## config.mk

```make
export PLATFORM = sky130hd
export DESIGN_NAME = rrm_div
export DESIGN_NICKNAME = d
export VERILOG_FILES = /design/src/rtl/rrm_pkg.sv /design/src/rtl/rrm_div.sv
export SDC_FILE = /design/constraint.sdc
export NUM_CORES = 1
export LEC_CHECK = 0
export ABC_AREA = 1
export ABC_CLOCK_PERIOD_IN_PS = 8200
export BUFFER_PORTS_ARGS = -buffer_cell sky130_fd_sc_hd__buf_2
export CAP_MARGIN = 20
export CORE_ASPECT_RATIO = 1.2
export CORE_MARGIN = 8
export CORE_UTILIZATION = 57
export CTS_CLUSTER_DIAMETER = 80
export CTS_CLUSTER_SIZE = 16
export DETAILED_ROUTE_END_ITERATION = 10
export PLACE_DENSITY = 0.82
export SLEW_MARGIN = 20
export SYNTH_ARGS = -nofsm -noshare
export SYNTH_HDL_FRONTEND = slang
export SYNTH_SLANG_ARGS = --single-unit
```

## constraint.sdc

```tcl
create_clock -name clock -period 8.2 [get_ports clock]
set_input_delay 0 -clock clock [delete_from_list [all_inputs] [get_ports clock]]
set_output_delay 0 -clock clock [all_outputs]
set_load 0.02 [all_outputs]
```

## src/rtl/rrm_pkg.sv

```systemverilog
// Shared constants, types and the quarter-wave sine table of the range remapper.
package rrm_pkg;

   // Fraction format and sine table size.
   localparam int FRACTION_BITS = 16;
   localparam int FRAC_W        = FRACTION_BITS + 1;
   localparam int SINE_ENTRIES  = 256;
   localparam int SINE_IDX_BITS = 8;
   localparam int ROM_ADDR_W    = SINE_IDX_BITS + 1;
   localparam int DATA_W        = 16;
   localparam int DIVIDEND_W    = DATA_W + FRACTION_BITS;

   // Divider pipeline shape: quotient bits resolved per stage and stage count.
   localparam int DIV_STEPS  = 4;
   localparam int DIV_STAGES = (FRAC_W + DIV_STEPS - 1) / DIV_STEPS;

   localparam logic [FRAC_W-1:0] ONE_FRAC = FRAC_W'(1) << FRACTION_BITS;
   localparam logic [FRAC_W-1:0] HALF_FRAC = FRAC_W'(1) << (FRACTION_BITS - 1);

   // Constants of the table generator (Q2.30).
   localparam longint unsigned HALF_PI_Q30 = 64'd1686629713;
   localparam longint unsigned Q30_HALF    = 64'd1 << 29;

   // Curve codes; unused codes behave as linear.
   localparam logic [2:0] CURVE_COSINE     = 3'd0;
   localparam logic [2:0] CURVE_LINEAR     = 3'd1;
   localparam logic [2:0] CURVE_SINE       = 3'd2;
   localparam logic [2:0] CURVE_SQUARE     = 3'd3;
   localparam logic [2:0] CURVE_INV_SQUARE = 3'd4;

   // Register indexes of the configuration port.
   localparam logic [2:0] REG_CURVE_MODE    = 3'd0;
   localparam logic [2:0] REG_SOURCE_FIRST  = 3'd1;
   localparam logic [2:0] REG_SOURCE_SECOND = 3'd2;
   localparam logic [2:0] REG_TARGET_FIRST  = 3'd3;
   localparam logic [2:0] REG_TARGET_SECOND = 3'd4;

   // Configuration register contents handed to the datapath.
   typedef struct packed {
      logic [2:0]               curve_mode;
      logic signed [DATA_W-1:0] source_first;
      logic signed [DATA_W-1:0] source_second;
      logic signed [DATA_W-1:0] target_first;
      logic signed [DATA_W-1:0] target_second;
   } csr_type;

   typedef logic [FRAC_W-1:0] rom_type [0:SINE_ENTRIES];

   // Builds the sine table from a fixed-point Taylor series, evaluated at elaboration.
   function automatic rom_type build_sine_rom();
      rom_type         rom;
      longint unsigned x;
      longint unsigned x2;
      longint unsigned sum;
      longint unsigned term;
      longint unsigned e;
      for (int k = 0; k <= SINE_ENTRIES; k++) begin
         x = (HALF_PI_Q30 * 64'(k) + SINE_ENTRIES / 2) / SINE_ENTRIES;
         x2 = (x * x + Q30_HALF) >> 30;
         sum = x;
         term = x;
         for (int i = 1; i <= 6; i++) begin
            term = (term * x2 + Q30_HALF) >> 30;
            case (i)
               1: term = term / 6;
               2: term = term / 20;
               3: term = term / 42;
               4: term = term / 72;
               5: term = term / 110;
               default: term = term / 156;
            endcase
            if (i[0]) begin
               sum = (sum >= term) ? sum - term : 64'd0;
            end else begin
               sum = sum + term;
            end
         end
         e = ((sum << FRACTION_BITS) + Q30_HALF) >> 30;
         rom[k] = (e > 64'(ONE_FRAC)) ? ONE_FRAC : FRAC_W'(e);
      end
      return rom;
   endfunction

   localparam rom_type SINE_ROM = build_sine_rom();

endpackage

```

## src/rtl/rrm_div.sv

```systemverilog
// Pipelined restoring divider that turns the clamped offset into a rounded fraction.
module rrm_div import rrm_pkg::*; (
   input  logic              clock,
   input  logic              reset,
   input  logic              in_valid,
   input  logic              in_empty,
   input  logic [DATA_W-1:0] in_num,
   input  logic [DATA_W-1:0] in_den,
   output logic              out_valid,
   output logic              out_empty,
   output logic [FRAC_W-1:0] out_quo
);

   typedef struct packed {
      logic              valid;
      logic              empty;
      logic [DATA_W-1:0] rem;
      logic [FRAC_W-1:0] bits;
      logic [FRAC_W-1:0] quo;
      logic [DATA_W-1:0] den;
   } div_stage_type;

   div_stage_type           stage_src [DIV_STAGES];
   div_stage_type           stage_in  [DIV_STAGES];
   div_stage_type           stage_ff  [DIV_STAGES];
   logic [DIVIDEND_W-1:0]   dividend;

   // Dividend carries the rounding half of the divisor.
   assign dividend = {in_num, FRACTION_BITS'(0)} + DIVIDEND_W'(in_den >> 1);

   // The top dividend bits are always below a nonzero divisor, so they seed the remainder.
   assign stage_src[0] = '{valid: in_valid, empty: in_empty,
                           rem: DATA_W'(dividend[DIVIDEND_W-1:FRAC_W]),
                           bits: dividend[FRAC_W-1:0], quo: '0, den: in_den};

   for (genvar s = 0; s < DIV_STAGES; s++) begin : g_stage
      if (s > 0) begin : g_link
         assign stage_src[s] = stage_ff[s-1];
      end

      // Four compare-and-subtract steps per stage (one in the last), one quotient bit each.
      always_comb begin
         div_stage_type       nxt;
         logic [DATA_W:0]     trial;
         nxt = stage_src[s];
         trial = '0;
         for (int t = 0; t < DIV_STEPS; t++) begin
            if (s * DIV_STEPS + t < FRAC_W) begin
               trial = {nxt.rem, nxt.bits[FRAC_W-1]};
               nxt.bits = nxt.bits << 1;
               if (trial >= {1'b0, nxt.den}) begin
                  nxt.rem = DATA_W'(trial - {1'b0, nxt.den});
                  nxt.quo = {nxt.quo[FRAC_W-2:0], 1'b1};
               end else begin
                  nxt.rem = trial[DATA_W-1:0];
                  nxt.quo = {nxt.quo[FRAC_W-2:0], 1'b0};
               end
            end
         end
         stage_in[s] = nxt;
      end

      always_ff @(posedge clock) begin
         if (reset) begin
            stage_ff[s] <= '0;
         end else begin
            stage_ff[s] <= stage_in[s];
         end
      end
   end

   assign out_valid = stage_ff[DIV_STAGES-1].valid;
   assign out_empty = stage_ff[DIV_STAGES-1].empty;
   assign out_quo   = stage_ff[DIV_STAGES-1].quo;

   // The offset never exceeds the span, so the fraction never exceeds one.
   a_quo_bounded: assert property (@(posedge clock) disable iff (reset)
      out_valid && !out_empty |-> out_quo <= ONE_FRAC)
      else $error("divider quotient above one");

endmodule

```

== Word level (Yosys, flattened, before mapping) ==
Memory sizes are Yosys's and may differ from the RTL's.
Index checks and enable logic that the tools add are counted.
Operators by class
  muxes and demuxes: 42
  $lt $le $gt $ge: 17
  add/subtract/negate cells: 18
  bitwise gates (word level): 5
Operators with widths (count)
  $mux W67: 5
  $ge A17 B16 Y1: 16
  $mux W16: 17
  $sub A16 B16 Y16: 17
  $add A32 B15 Y32: 1
  $mux W1: 20
  $ge A16 B16 Y1: 1
  $or A1 B1 Y1: 5
Storage, ports and cells
  register bits after elaboration: 0
  word-level logic and storage cells: 83
  bits in writable memories: 335
  output and inout port bits: 19
  input bits: 36
  memories: 1
Memory list
  stage_ff: depth 5, width 67, rd ports 5, clocked after Yosys merged registers in 0, write ports 5, RTL line rrm_div.sv:25  | div_stage_type stage_ff [DIV_STAGES];

== Longest topological paths before layout ==
  depth after elaboration: 10
  depth in mapped cells: 59
  depth with buffers taken out: 57

== Worst setup path before layout ==
Ideal clock, no wire load.
  path type: reg-to-reg
  from: mem stage_ff[0][36] (netlist name)
  to: mem stage_ff[1][54] (netlist name)
  period minus slack after synthesis: 7.504 ns
  slack: 0.696 ns
  library setup time: 0.128 ns
  arrival: 7.377 ns
  buffers on the path: 5
  data required time: 8.072 ns
  stages on the path, launching flop included: 55
  cells stage by stage: dfxtp_1 > inv_1 > ha_1 > nand2_1 > nor3_1 > a31oi_1 > nand2_4 > buf_2 > or2_2 > nand2_1 > inv_1 > ha_1 > nand2_1 > inv_1 > nand2_1 > nor3_1 > nand2_1 > nor3_1 > [... 19 more ...] > buf_4 > nand2_1 > nand2_1 > inv_1 > ha_1 > a21oi_1 > nand2_1 > a21oi_1 > o21ai_0 > nand3_1 > nand4_1 > a21oi_1 > inv_1 > nor2_2 > buf_2 > nand3_1 > nand2_1 > nor2_1
RTL lines (RTL line)
  from (decl): rrm_div.sv:25

==> metrics <==
status=finished clean; slack of the worst reg-to-reg path=roughly 530 ps; Critical Path Start Type=flop; PortBufs=between 50 and 60; Largest regs=stage_ff: 195 flops; Critical Path Max Stage Delay=370 ps; Final Core Density=63.2%; Slew HR=46.9%; Die H=229 microns; Critical R2R Capture=stage_ff[1][57]; Reg2Reg Launch Point=stage_ff[0][39]; WP data arrival=7990 ps; Diodes inserted=0; slew at the pin with the worst max-slew slack=between 700 and 800 ps; antenna violations before repair=0; Ports=55; CP most frequent cell=nand2_1; placed insts=3985; vias in the first global route=20345; FFs w/ async S/R, synth=0%; Via Count=21808; FF+latch count, synth=195; layout cell share with drive strength beyond 1=8.87%; fin crit share=between 90 and 100%; Tightest Hold Check Type=input port to flop; DRT iter0 DRCs=1648; core box area=37500 sq um; Top reg by flops=stage_ff; Mapped Cells=~3400; CTS Root Buffer Type=clkbuf_16; Hold Crit Endpoint=stage_ff[0][14]; worst-path maximum fanout=27; routability cong.=approximately 1; Max Transition Viols Final=0; path type of the worst setup path=flop to flop; Starting Density=57.2%; Period minus WS final=7670 ps; max reg flops=195; Synth-to-Final Area Change=10.3%; first-pass GRT wire length=97100 microns; drc violations=0; Peak Freq=130 MHz; YS warnings=0; post-DP HPWL=48800 microns; Chip Width=193 microns; wire length per cell=14.9 microns; CTS Sinks=195; Synth Area per Inst=6.25 sq um; total grt overflow=0; DR pass1 iterations=6; ys flop type=dfxtp_1; skew final=11.2 ps; CTS buffer count=17; DRT Wirelength=60300 microns; post-synthesis sequential area ratio=18.2%; Post-synth EDFFs=0; CP max-delay cell=ha_1; CTS clk-pin slew, worst paths=80 ps; CTS Buffer Depth=2; Max Cap Violations=0; Yosys cell types=55; depth of the most critical reg-to-reg path=55; syn nets=3756; largest net degree at the start of global routing=109; setup TNS=0 ps; DIE AREA=44100 sq um; CTS tree=built; Critical Path Sink Type=flop; GRT Total Usage=26.9%; Via density=about 5.4; Hold Path Stages=4; Clock Latency Late Sink=460 ps; Hold Startpoint=in_den[14]; mapped cell area=21400 sq um; Worst Path Required=8520 ps; htree depth=4; Non-Filler Instances=4043; # rows=78; Final Hold Viols=0; nets@finish=3874; final antenna-violating net count=0; Setup violations, final=0
-- synthesized netlist by cell type, drive strengths merged, types with 2 or more instances --
cell,n,area share [%]
nand3b,13,0.45
nor4,6,0.18
inv,553,9.7
nor3,28,0.68
o21a,8,0.28
nand3,212,5.3
o21bai,17,0.59
xnor2,121,4.9
nor2,323,5.9
ha,272,16
fa,16,1.5
a21o,13,0.45
or2,14,0.41
nand2,991,18
a211oi,2,0.093
clkbuf,26,0.45
o2111ai,2,0.082
xor2,80,3.3
a21oi,231,5.5
clkinv,2,0.035
buf,43,1.3
a41oi,3,0.12
nor3b,2,0.070
nand4,32,1.1
a31oi,9,0.26
o41ai,3,0.12
a21boi,17,0.59
o21ai,190,4.5
dfxtp,195,18
a31o,3,0.12
-- worst max-delay path: cells and delay by family (launching register included) --
family,cells,cell delay (ps)
simple gates,30,2980
compound gates,10,1650
fa+ha+maj,4,1360
buf+inv,11,1160
flops,1,340
-- cells in the final DEF, fill, tap and decap left out, types with 6 or more instances in the layout --
cell           count
nor2_1           311
a21oi_1          219
o21bai_1          15
clkbuf_16         17
fa_1              16
dfxtp_1          195
nand2_4            6
a21o_1            13
nand4_1           29
inv_2             22
nand2_2           20
nand3_1          198
xnor2_1          121
nor2_4             7
o21ai_1           48
dlygate4sd3_1     10
ha_1             265
or2_2             12
nand2_1          963
a31oi_1            8
a21oi_2           11
nand3_2           10
inv_1            527
buf_4            102
buf_2             53
a21boi_0          13
o21ai_0          141
nand3b_1          13
o21a_1             8
xor2_1            80
nor3_1            26
-- cells by family (layout without fill, tap and decap cells) --
kind of cell             after synthesis  in the layout  synth area share, %
AO/OA/AOI/OAI                        501            501                 12.8
XOR/XNOR                             201            201                 8.21
adder cells (fa/ha/maj)              288            288                 17.4
buffers and inverters                624            754                 11.5
flip-flops                           195            195                 18.2
AND/OR/NAND/NOR                     1623           1624                 32.0
-- per-stage QoR --
stage	instance area [sq um]	setup slack [ps]	hold WS [ps]
final	23700	533	21.6
after global routing	23700	-91.5	4.96
after detailed placement	22600	64.1	220
after floorplan	21400	696	107
after global placement	22600	343	208
after CTS	23300	68.6	0.877
-- layout make-up --
class                           instances  area [sq um]
Multi-Input combinational cell       2614         15300
Fill cell                            3573         13800
Sequential cell                       195          3900
Inverter                              555          2100
Timing Repair Buffer                  167          1150
Tap cell                              480           601
Clock buffer                           17           425
Clock inverter                         15           203
-- what timing repair did --
action / in CTS / in global routing
hold buffers: 10 / 0
hold endpoints to repair: 10 / 0
pin swaps: 0 / 4
setup buffers: 0 / 15
gates cloned: 0 / 1
setup endpoints to repair: 1 / 68
resized for setup: 1 / 65
-- per-layer routing --
| layer | share of wire (%) | wire, microns | track usage, % | vias to the layer above |
|---|---|---|---|---|
| met5 | 0 | 0 | 0 | - |
| met4 | 5.3 | 3200 | 14.9 | 0 |
| met3 | 5.4 | 3270 | 3.21 | 189 |
| met2 | 47 | 28100 | 45.5 | 700 |
| met1 | 43 | 25700 | 32.5 | 9729 |
| li1 | - | - | - | 11190 |
-- how the worst max path moves through the flow --
stage	startpoint	endpoint	slack [ps]	cells past startpoint
floorplan	stage_ff[0][36]	stage_ff[1][54]	700	54
global placement	stage_ff[0][39]	stage_ff[1][63]	340	53
detailed placement	stage_ff[0][39]	stage_ff[1][62]	60	54
CTS	stage_ff[0][39]	stage_ff[1][57]	70	54
global route	stage_ff[0][39]	stage_ff[1][55]	-90	52
finish	stage_ff[0][39]	stage_ff[1][57]	530	55
Power is left out: the tool's default activity adds up to more than one toggle a clock period on the data nets, which glitch-free logic cannot reach.
