**src/rtl/rrm_pkg.sv**
```systemverilog
// Shared constants, types and the quarter-wave sine table of the range remapper.
package rrm_pkg;

   // Fraction format and sine table size.
   localparam int FRACTION_BITS = 16;
   localparam int FRAC_W        = FRACTION_BITS + 1;
   localparam int SINE_ENTRIES  = 256;
   localparam int SINE_IDX_BITS = 8;
   localparam int ROM_ADDR_W    = SINE_IDX_BITS + 1;
   localparam int DATA_W        = 16;
   localparam int DIVIDEND_W    = DATA_W + FRACTION_BITS;

   // Divider pipeline shape: quotient bits resolved per stage and stage count.
   localparam int DIV_STEPS  = 4;
   localparam int DIV_STAGES = (FRAC_W + DIV_STEPS - 1) / DIV_STEPS;

   localparam logic [FRAC_W-1:0] ONE_FRAC = FRAC_W'(1) << FRACTION_BITS;
   localparam logic [FRAC_W-1:0] HALF_FRAC = FRAC_W'(1) << (FRACTION_BITS - 1);

   // Constants of the table generator (Q2.30).
   localparam longint unsigned HALF_PI_Q30 = 64'd1686629713;
   localparam longint unsigned Q30_HALF    = 64'd1 << 29;

   // Curve codes; unused codes behave as linear.
   localparam logic [2:0] CURVE_COSINE     = 3'd0;
   localparam logic [2:0] CURVE_LINEAR     = 3'd1;
   localparam logic [2:0] CURVE_SINE       = 3'd2;
   localparam logic [2:0] CURVE_SQUARE     = 3'd3;
   localparam logic [2:0] CURVE_INV_SQUARE = 3'd4;

   // Register indexes of the configuration port.
   localparam logic [2:0] REG_CURVE_MODE    = 3'd0;
   localparam logic [2:0] REG_SOURCE_FIRST  = 3'd1;
   localparam logic [2:0] REG_SOURCE_SECOND = 3'd2;
   localparam logic [2:0] REG_TARGET_FIRST  = 3'd3;
   localparam logic [2:0] REG_TARGET_SECOND = 3'd4;

   // Configuration register contents handed to the datapath.
   typedef struct packed {
      logic [2:0]               curve_mode;
      logic signed [DATA_W-1:0] source_first;
      logic signed [DATA_W-1:0] source_second;
      logic signed [DATA_W-1:0] target_first;
      logic signed [DATA_W-1:0] target_second;
   } csr_type;

   typedef logic [FRAC_W-1:0] rom_type [0:SINE_ENTRIES];

   // Builds the sine table from a fixed-point Taylor series, evaluated at elaboration.
   function automatic rom_type build_sine_rom();
      rom_type         rom;
      longint unsigned x;
      longint unsigned x2;
      longint unsigned sum;
      longint unsigned term;
      longint unsigned e;
      for (int k = 0; k <= SINE_ENTRIES; k++) begin
         x = (HALF_PI_Q30 * 64'(k) + SINE_ENTRIES / 2) / SINE_ENTRIES;
         x2 = (x * x + Q30_HALF) >> 30;
         sum = x;
         term = x;
         for (int i = 1; i <= 6; i++) begin
            term = (term * x2 + Q30_HALF) >> 30;
            case (i)
               1: term = term / 6;
               2: term = term / 20;
               3: term = term / 42;
               4: term = term / 72;
               5: term = term / 110;
               default: term = term / 156;
            endcase
            if (i[0]) begin
               sum = (sum >= term) ? sum - term : 64'd0;
            end else begin
               sum = sum + term;
            end
         end
         e = ((sum << FRACTION_BITS) + Q30_HALF) >> 30;
         rom[k] = (e > 64'(ONE_FRAC)) ? ONE_FRAC : FRAC_W'(e);
      end
      return rom;
   endfunction

   localparam rom_type SINE_ROM = build_sine_rom();

endpackage

```
**src/rtl/rrm_csr.sv**
```systemverilog
// Configuration register file with its APB-style access port.
module rrm_csr import rrm_pkg::*; (
   input  logic        clock,
   input  logic        reset,
   input  logic        psel,
   input  logic        penable,
   input  logic        pwrite,
   input  logic [4:0]  paddr,
   input  logic [31:0] pwdata,
   output logic [31:0] prdata,
   output logic        pready,
   output csr_type     csr
);

   csr_type     csr_ff;
   logic [2:0]  reg_index;
   logic        write_en;

   assign pready    = 1'b1;
   assign reg_index = paddr[4:2];
   assign write_en  = psel & penable & pwrite;
   assign csr       = csr_ff;

   // Register writes; writes beyond the register list are dropped.
   always_ff @(posedge clock) begin
      if (reset) begin
         csr_ff.curve_mode    <= CURVE_LINEAR;
         csr_ff.source_first  <= 16'sd0;
         csr_ff.source_second <= 16'sd32767;
         csr_ff.target_first  <= 16'sd0;
         csr_ff.target_second <= 16'sd32767;
      end else if (write_en) begin
         unique case (reg_index)
            REG_CURVE_MODE:    csr_ff.curve_mode    <= pwdata[2:0];
            REG_SOURCE_FIRST:  csr_ff.source_first  <= pwdata[15:0];
            REG_SOURCE_SECOND: csr_ff.source_second <= pwdata[15:0];
            REG_TARGET_FIRST:  csr_ff.target_first  <= pwdata[15:0];
            REG_TARGET_SECOND: csr_ff.target_second <= pwdata[15:0];
            default: ;
         endcase
      end
   end

   // Read-back multiplexer.
   always_comb begin
      unique case (reg_index)
         REG_CURVE_MODE:    prdata = {29'd0, csr_ff.curve_mode};
         REG_SOURCE_FIRST:  prdata = {16'd0, csr_ff.source_first};
         REG_SOURCE_SECOND: prdata = {16'd0, csr_ff.source_second};
         REG_TARGET_FIRST:  prdata = {16'd0, csr_ff.target_first};
         REG_TARGET_SECOND: prdata = {16'd0, csr_ff.target_second};
         default:           prdata = 32'd0;
      endcase
   end

endmodule

```
**config.mk**
```make
export PLATFORM = sky130hd
export DESIGN_NAME = rrm_csr
export DESIGN_NICKNAME = d
export VERILOG_FILES = /design/src/rtl/rrm_pkg.sv /design/src/rtl/rrm_csr.sv
export SDC_FILE = /design/constraint.sdc
export NUM_CORES = 1
export LEC_CHECK = 0
export BUFFER_PORTS_ARGS = -buffer_cell sky130_fd_sc_hd__buf_4
export CELL_PAD_IN_SITES_DETAIL_PLACEMENT = 0
export CELL_PAD_IN_SITES_GLOBAL_PLACEMENT = 2
export CORE_MARGIN = 1
export CORE_UTILIZATION = 24
export CTS_BUF_LIST = sky130_fd_sc_hd__clkbuf_16
export CTS_CLUSTER_DIAMETER = 150
export DETAILED_ROUTE_END_ITERATION = 10
export PLACE_DENSITY_LB_ADDON = 0.3
export SYNTH_ARGS = -nofsm -noshare
export SYNTH_HDL_FRONTEND = slang
export SYNTH_SLANG_ARGS = --single-unit
```
**constraint.sdc**
```tcl
create_clock -name clock -period 1.25 [get_ports clock]
set_clock_uncertainty 0.1 [all_clocks]
set_input_delay 0.125 -clock clock [delete_from_list [all_inputs] [get_ports clock]]
set_output_delay 0.125 -clock clock [all_outputs]
set_load 0.1 [all_outputs]
```
After elaboration in Yosys (flattened, before gate mapping)
Cells that the tools add are included.
- eq/ne operators: 4
- bitwise operators: 2
- reduce and logical (&&, ||, !) cells: 6
- mux-type cells: 1
- operators by type and width (operator ; count):
    16-bit case mux with 5 select lines ; 1
    2-bit AND reduction ; 5
    3-bit by 2-bit equality test with 1-bit output (second input constant) ; 2
    3-bit by 1-bit equality test with 1-bit output (second input constant) ; 1
    3-bit equality test (second input constant) ; 1
    3-bit logical NOT ; 1
    1-bit bitwise AND ; 2
- output and inout port bits: 100
- flip-flop bits (word level): 67
- bits of input ports: 42

Depth between registers and ports, before layout
Gate-level depths: netlist (run 1).
- depth after elaboration: 3
- mapped depth: 6
- depth with buffers taken out: 3

Worst setup path before layout (run 1)
Ideal clock, no wire load.
- path kind: register -> output
- start: register csr_ff (netlist bit csr[58])
- end: output prdata[10]
- path slack: -2.428 ns
- arrival time: 3.453 ns
- stages on the path, launching flop included: 4
- cells stage by stage: dfxtp_1 mux2_2 a22oi_1 o21ai_0
- cells in the longest elaborated chain, start to end: 1
- ends and longest elaborated chain (what ; line ; RTL):
    start, declared ; rrm_csr.sv:15 ; csr_type csr_ff;
    16-bit case mux with 5 select lines ; rrm_csr.sv:46 ; unique case (reg_index)
    end, declared ; rrm_csr.sv:10 ; output logic [31:0] prdata,
No other way between the ends.

Worst setup path after layout (run 1)
- start: register csr_ff (netlist bit csr[66])
- end: output prdata[2]
Same word-level chain as after synthesis.

==> results.toml, run 1 <==
[outcome]
status = "complete, but fails checks"
violations = "setup timing"

[sta]
fmax_ghz = 0.591
rsz0062_at_grt = "true"
slew_viol_final = 0
hold_violations = 0
tns_ps = -5770
period_needed_ps = 1690
period_share_pct = 135
setup_slack_ps = -442
setup_viol = 16

[synth]
yosys_warnings = 0
syn-cell-area_sq_um = 3410
synthCells = 382
post_synth.cell_area_avg_sq_um = 8.93
synth-seq-cells = 67
ys_types = 29
ys_seq_area_share_pct = 39.3

[floorplan]
fp.dieW_um = 121
ios = 142
core_sq_um = 13900
initial_utilization_pct = 24.6
dieArea_sq_um = 14700
num_rows = 43
die_y_um = 121

[cts]
clk_pin_slew_ps = 60
numCtsBuffers = 9
htree_levels = 3
cts_tree = "yes"
clk_latency_ps = 330
cts_root_buf = "clkbuf_16"
cts_buffer_depth = 2
cts.sinks = 67

[grt]
groute.usage.overall_pct = 16.9
grt-ovfl-total = 0
first_global_vias = 3221
grt_pass1_wl_um = 18400
grt_max_degree = 31
antenna_found_initial = 0

[power_and_ir_drop]
p_comb_share_pct = 24.6
p_int_mw = 4.03
power.density_nw_per_um2 = 959
net-switching-power_mw = 1.86
power_frac_seq_pct = 35.1
clockPowerShare_pct = 40.3
swShare_pct = 31.6
power_leakage_nw = 2.50
peakVddDrop_uv = 632

[job]
cap_violations = 0

[drt]
vias = 3288
viasPerCell = 4.49
firstDrtPassIters = 4
route.detailed.drc = 0
drtAntennaViolNets = 0
wl_per_cell_um = 16.2
drt_iter0_markers = 201
wl_um = 11800

[final_layout]
final_common_cell = "buf_4"
drive_above_1_share_pct = 54.2
largest_reg_flops = 67
final_cell_mix = "buf_4 (115), mux2i_1 (53), dfxtp_4 (51), nor2_1 (48), nand2b_1 (32)"
final_util_pct = 44.2
n_fill_cell = 1286
area_delta_synth_final_pct = 80.1
antenna_cells = 0
final_nets = 590
regArea_sq_um = 1550
multi_input_area_sq_um = 2130

[critical_path]
start_kind = "register"
endpoint_kind = "output pin"
crit_required_ps = 1020
r2r_slack_ps = 390
cp_max_fo = 2
path_class = "reg2out"
worst_ep_arrival_time_ps = 1470

[place]
dp_hpwl_um = 8860
place.gp.congestion = 0.800
numPortBuffers = 106

[hold_path]
holdCritPathClass = "in2reg"
layer usage:
| metal | track usage, % | vias to the layer above | share of wire, % |
|---|---|---|---|
| met2 | 24.7 | 96 | 44 |
| met3 | 2.26 | 13 | 3.3 |
| met5 | 0 | - | 0 |
| li1 | - | 1619 | - |
| met1 | 24.8 | 1560 | 51 |
| met4 | 6.10 | 0 | 1.4 |
worst max-delay path, cell delays in order, from the launching register on:
cell and delay [ps]:
dfxtp_4 330, mux2_4 260, a221o_4 370, buf_12 170
worst paths after layout:
| kind | from | to | depth (start not counted) |
|---|---|---|---|
| worst max register to register | csr[23]$_SDFFE_PP0P_ | csr[23]$_SDFFE_PP0P_ | 3 |
| worst max-delay path | csr[66]$_SDFFE_PP0P_ | prdata[2] | 3 |
| worst min register to register | csr[15]$_SDFFE_PP0P_ | csr[15]$_SDFFE_PP0P_ | 2 |
| worst min-delay path | reset | csr[59]$_SDFFE_PP0P_ | 3 |
cell type report:
type                            instances  area share, %
Multi-Input combinational cell        281           34.7
Timing Repair Buffer                  189           31.9
Sequential cell                        67           25.3
Clock buffer                            9           3.67
Tap cell                              180           3.67
Clock inverter                          6          0.815
kinds of logic after synthesis:
group           count (synthesis)  share of synthesized area, %
flops                          67                          39.3
compound gates                 71                          11.8
other cells                     2                         0.220
mux                            67                          20.2
simple gates                  126                          19.6
buf+inv                        49                          8.81
metrics by stage:
stage | cell area [sq um] | std cells | worst slack (ps) | total power [mW] | hold slack (ps)
after floorplan | 3980 | 397 | -350 | 3.11 | 162
after global placement | 5310 | 699 | -294 | 3.39 | 304
after detailed placement | 5310 | 699 | -322 | 3.40 | 302
after CTS | 6090 | 732 | -460 | 5.96 | 109
after global routing | 6140 | 732 | -462 | 6.13 | 141
final | 6140 | 732 | -442 | 5.89 | 117
power groups by stage:
stage / clock network (mW) / logic [mW] / registers, mW
after CTS: 2.44 / 1.45 / 2.06
after detailed placement: 0 / 1.29 / 2.11
after global placement: 0 / 1.28 / 2.11
after floorplan: 0 / 0.881 / 2.23
final: 2.37 / 1.45 / 2.07
after global routing: 2.56 / 1.51 / 2.07
cell usage after synthesis:
cell	n	share of area, %
dfxtp_1	67	39
mux2i_1	53	16
nor2_1	48	5.3
o21ai_0	34	5.0
nand2b_1	32	5.9
buf_4	20	4.4
a21oi_1	19	2.8
nand3_1	19	2.8
nand2_1	15	1.7
clkbuf_1	14	1.5
mux2_2	14	4.6
a22oi_1	13	2.9
buf_2	10	1.5
buf_6	2	0.66
clkbuf_2	2	0.29
conb_1	2	0.22
nand3b_1	2	0.44
nor2b_1	2	0.37
nor3b_2	2	0.73
o21a_1	2	0.44
o31ai_1	2	0.44
a221o_1	1	0.29
and4_1	1	0.26
and4b_1	1	0.29
buf_8	1	0.44
nand4_2	1	0.37
nand4b_4	1	0.70
nor2_8	1	0.59
nor3_2	1	0.29
what timing repair did:
action                     4_1_cts  5_1_grt
buffers inserted                 0        0
gates cloned                     0        0
setup endpoints to repair       46       28
hold buffers                    18        0
gates resized for setup         82       12
pin swaps                        2        1
hold endpoints to repair        33        0
No activity file was read; power rests on OpenSTA's default activity.
==> run 2: changes to the inputs <==
==> constraint.sdc (replaced) <==
create_clock -name clock -period 1.25 [get_ports clock]
set_clock_uncertainty 0.1 [all_clocks]
set_input_delay 0.1875 -clock clock [delete_from_list [all_inputs] [get_ports clock]]
set_output_delay 0.1875 -clock clock [all_outputs]
set_load 0.1 [all_outputs]
==> results.toml, run 2 (synthesis results as in run 1) <==
[outcome]
status = "complete, but fails checks"
violations = "setup timing"

[critical_path]
path_delay_family = "compound AO/OA/AOI/OAI gates"
endpoint_kind = "output pin"
reg2reg_from = "csr[54]$_SDFFE_PP0P_"
path_class = "reg2out"
path_buf_inv = 1
cp_slowest_cell = "a221o_4"
r2r_slack_ps = 310
start_kind = "register"
worst_ep_arrival_time_ps = 1470
max_stage_delay_ps = 370
r2r-end = "csr[54]$_SDFFE_PP0P_"
crit_required_ps = 960
ff2ff_path_depth = 4
cp_cell_sequence = "mux2_4 > a221o_4 > buf_12"
cp_num_cells = 3
crit_start = "csr[66]$_SDFFE_PP0P_"
cp_max_fo = 2

[power_and_ir_drop]
p_int_mw = 4.24
p_total_mw = 6.16
swShare_pct = 31.1
net-switching-power_mw = 1.92
power_leakage_nw = 2.67
clockPowerShare_pct = 43.1
p_comb_share_pct = 23.4
peakVddDrop_uv = 516
power_frac_seq_pct = 33.5
power.density_nw_per_um2 = 923

[place]
dp_hpwl_um = 9330
placedCellCount = 709
place.gp.congestion = 0.765
place_area_sq_um = 5370
numPortBuffers = 106

[hold_path]
min_from = "pwdata[8]"
worstHoldPathCells = 3
hold_end = "csr[56]$_SDFFE_PP0P_"
holdCritPathClass = "in2reg"

[sta]
hold_violations = 0
slew_viol_final = 0
fmax_ghz = 0.568
period_needed_ps = 1760
period_share_pct = 141
setup_viol = 22
setup_slack_ps = -512
rsz0062_at_grt = "true"

[floorplan]
ios = 142
core_sq_um = 13900
num_rows = 43
dieArea_sq_um = 14700
initial_utilization_pct = 24.6
fp.dieW_um = 121
die_y_um = 121

[grt]
antenna_found_initial = 0
grt_pass1_wl_um = 18900
groute.usage.overall_pct = 17.3
grt_max_degree = 30
first_global_vias = 3264
grt-ovfl-total = 0

[drt]
wl_per_cell_um = 16.9
drtAntennaViolNets = 0
viasPerCell = 4.40
vias = 3216
wl_um = 12300
drt_iter0_markers = 144
route.detailed.drc = 0
firstDrtPassIters = 4

[final_layout]
drive_above_1_share_pct = 57.5
regArea_sq_um = 1550
largest_reg_flops = 67
final_cell_mix = "buf_6 (67), buf_12 (63), buf_4 (56), mux2i_1 (53), dfxtp_4 (51)"
final_cells = 731
final_util_pct = 48.1
final_area_sq_um = 6680
n_fill_cell = 1276
final_nets = 588
antenna_cells = 0
multi_input_area_sq_um = 2130
area_delta_synth_final_pct = 95.8
final_common_cell = "buf_6"

[cts]
htree_levels = 3
cts_root_buf = "clkbuf_16"
cts_buffer_depth = 2
clk_latency_ps = 330
clk_pin_slew_ps = 60
cts.sinks = 67
cts_tree = "yes"
numCtsBuffers = 9

[job]
cap_violations = 0
-- run 2: cell types whose count changed in the layout (fill, tap and decap cells not counted) --
cell / previous run / this run
bufinv_16: 1 / 2
buf_6: 16 / 67
buf_12: 27 / 63
clkinv_1: 3 / 2
clkbuf_16: 9 / 10
buf_8: 13 / 0
dlygate4sd3_1: 18 / 0
clkinvlp_4: 0 / 1
buf_4: 115 / 56
-- run 2: worst max path at each step --
stage / end / slack, ps
floorplan: prdata[10] / -410
detailed placement: prdata[7] / -400
global placement: prdata[9] / -390
global route: prdata[2] / -550
finish: prdata[2] / -510
CTS: prdata[2] / -530
-- run 2: per-layer routing --
metal	track usage (%)	routed length, um
met1	25.0	6120
met2	25.5	5510
met3	3.38	565
met4	5.09	140
met5	0	0
-- run 2: what timing repair did --
item,in CTS,in global routing
hold buffers,0,0
pin swaps,8,9
endpoints found under the hold margin,0,0
gates cloned,0,1
buffers inserted,0,18
gates resized for setup,226,17
setup endpoints to repair,82,48
-- run 2: power groups by stage --
stage,Clock (mW),Sequential [mW],Combinational (mW)
finish,2.66,2.07,1.44
global route,2.80,2.07,1.50
CTS,2.71,2.07,1.45
detailed placement,0,2.11,1.30
global placement,0,2.11,1.29
floorplan,0,2.23,0.888
-- run 2: worst reg2reg max path, stage by stage, from the launching register on --
cell      delay [ps]
dfxtp_4          350
buf_6            120
buf_4            120
nand2b_1          70
mux2i_1           80
-- run 2: cell type report --
type | count | area share, %
repair buffers | 187 | 36.9
multi-input cells | 281 | 31.9
flip-flops and latches | 67 | 23.3
clock buffers | 9 | 3.37
well taps | 180 | 3.37
clock inverters | 7 | 1.26
-- run 2: stage by stage --
step / TNS, ps / hold slack (ps) / setup slack (ps)
6_report: -6780 / 21.3 / -512
5_1_grt: -7780 / 22.5 / -546
4_1_cts: -7120 / 13.8 / -529
3_5_place_dp: -19130 / 367 / -402
3_3_place_gp: -18350 / 360 / -392
2_1_floorplan: -5990 / 225 / -412
==> run 3: changes to the inputs <==
- CELL_PAD_IN_SITES_GLOBAL_PLACEMENT: 2 -> 1
- CORE_UTILIZATION: 24 -> 31
==> results.toml, run 3 (synthesis results as in run 1) <==
[floorplan]
fp.dieW_um = 107
num_rows = 37
dieArea_sq_um = 11400
initial_utilization_pct = 32.4
core_sq_um = 10500
die_y_um = 107
ios = 142

[final_layout]
drive_above_1_share_pct = 57.9
antenna_cells = 0
final_area_sq_um = 6580
largest_reg_flops = 67
final_common_cell = "buf_6"
final_nets = 586
area_delta_synth_final_pct = 93.1
final_cell_mix = "buf_6 (71), buf_12 (61), mux2i_1 (53), buf_4 (53), dfxtp_4 (51)"
final_util_pct = 62.6
final_cells = 685

[sta]
setup_viol = 34
slew_viol_final = 0
period_share_pct = 141
setup_slack_ps = -518
period_needed_ps = 1770
hold_violations = 0
fmax_ghz = 0.566
rsz0062_at_grt = "true"

[drt]
wl_um = 11700
route.detailed.drc = 0
viasPerCell = 4.89
wl_per_cell_um = 17.1
vias = 3352
drt_iter0_markers = 160
drtAntennaViolNets = 0
firstDrtPassIters = 4

[hold_path]
holdCritPathClass = "in2reg"
hold_end = "csr[47]$_SDFFE_PP0P_"
min_from = "pwdata[15]"
worstHoldPathCells = 3

[grt]
grt-ovfl-total = 0
first_global_vias = 3333
grt_max_degree = 36
groute.usage.overall_pct = 21.1
antenna_found_initial = 0
grt_pass1_wl_um = 18300

[job]
cap_violations = 0

[outcome]
status = "complete, but fails checks"
violations = "setup timing"

[power_and_ir_drop]
peakVddDrop_uv = 656
power.density_nw_per_um2 = 927
p_comb_share_pct = 23.6
swShare_pct = 31.4
p_int_mw = 4.19
clockPowerShare_pct = 42.5
power_leakage_nw = 2.66
power_frac_seq_pct = 33.9
net-switching-power_mw = 1.91

[critical_path]
r2r_slack_ps = 360
path_delay_family = "compound AO/OA/AOI/OAI gates"
cp_slowest_cell = "a221o_4"
worst_ep_arrival_time_ps = 1480
start_kind = "register"
reg2reg_from = "csr[59]$_SDFFE_PP0P_"
max_stage_delay_ps = 370
path_class = "reg2out"
cp_cell_sequence = "mux2_4 > a221o_4 > buf_12"
endpoint_kind = "output pin"
r2r-end = "csr[59]$_SDFFE_PP0P_"
ff2ff_path_depth = 4
cp_max_fo = 2
path_buf_inv = 1
crit_required_ps = 960

[cts]
cts_buffer_depth = 2
numCtsBuffers = 9
cts.sinks = 67
clk_pin_slew_ps = 60
cts_root_buf = "clkbuf_16"
clk_latency_ps = 320
cts_tree = "yes"
htree_levels = 3

[place]
numPortBuffers = 106
dp_hpwl_um = 8650
placedCellCount = 665
place.gp.congestion = 0.818
place_area_sq_um = 5310
-- run 3: changes by cell type in the layout (fill, tap and decap cells not counted), moves of 2 or more --
cell      before  now
buf_12        63   61
buf_4         56   53
buf_6         67   71
clkinv_1       2    0
clkinv_2       1    3
clkinv_4       0    2
-- run 3: per-stage QoR --
step	power [mW]	setup WS (ps)	hold WS, ps	setup TNS [ps]
6_report	6.10	-518	29.7	-8150
3_3_place_gp	3.38	-358	359	-20080
4_1_cts	6.13	-515	25.7	-7350
2_1_floorplan	3.11	-412	225	-5990
3_5_place_dp	3.39	-392	366	-21870
5_1_grt	6.28	-540	35.8	-9670
-- run 3: worst max-delay path by stage --
stage	startpoint	endpoint	slack (ps)	cells past startpoint
floorplan	csr[58]$_SDFFE_PP0P_	prdata[10]	-410	3
global placement	paddr[3]	prdata[14]	-360	6
detailed placement	paddr[3]	prdata[0]	-390	6
CTS	csr[66]$_SDFFE_PP0P_	prdata[2]	-520	3
global route	csr[66]$_SDFFE_PP0P_	prdata[2]	-540	3
finish	csr[66]$_SDFFE_PP0P_	prdata[2]	-520	3
-- run 3: routing by layer --
metal	vias up	wire [um]	GRT usage (%)	part of all wire, %
met5	-	0	0	0
met4	0	203	7.34	1.7
met3	16	524	2.86	4.5
met2	109	5340	31.2	46
met1	1603	5630	30.9	48
li1	1624	-	-	-
-- run 3: worst reg2reg max path, stage by stage, from the launching register on --
cell	delay, ps
dfxtp_4	340
buf_6	110
buf_6	110
nand2b_1	60
mux2i_1	60
-- run 3: timing repair --
action	in CTS	in global routing
setup buffers	3	12
pin swaps	2	10
resized for setup	214	28
endpoints found under the setup margin	91	63
cloned	1	0
hold buffers	0	0
-- run 3: power groups by stage --
stage,registers [mW],logic [mW],clock network [mW]
floorplan,2.23,0.888,0
global placement,2.11,1.27,0
detailed placement,2.11,1.28,0
CTS,2.07,1.43,2.64
global route,2.07,1.49,2.73
finish,2.07,1.44,2.59
-- run 3: area by class of cell --
type	count	area, sq um
Fill cell	841	3930
Timing Repair Buffer	185	2420
Clock buffer	10	250
Tap cell	136	170
Sequential cell	67	1550
Clock inverter	6	62.6
Multi-Input combinational cell	281	2130
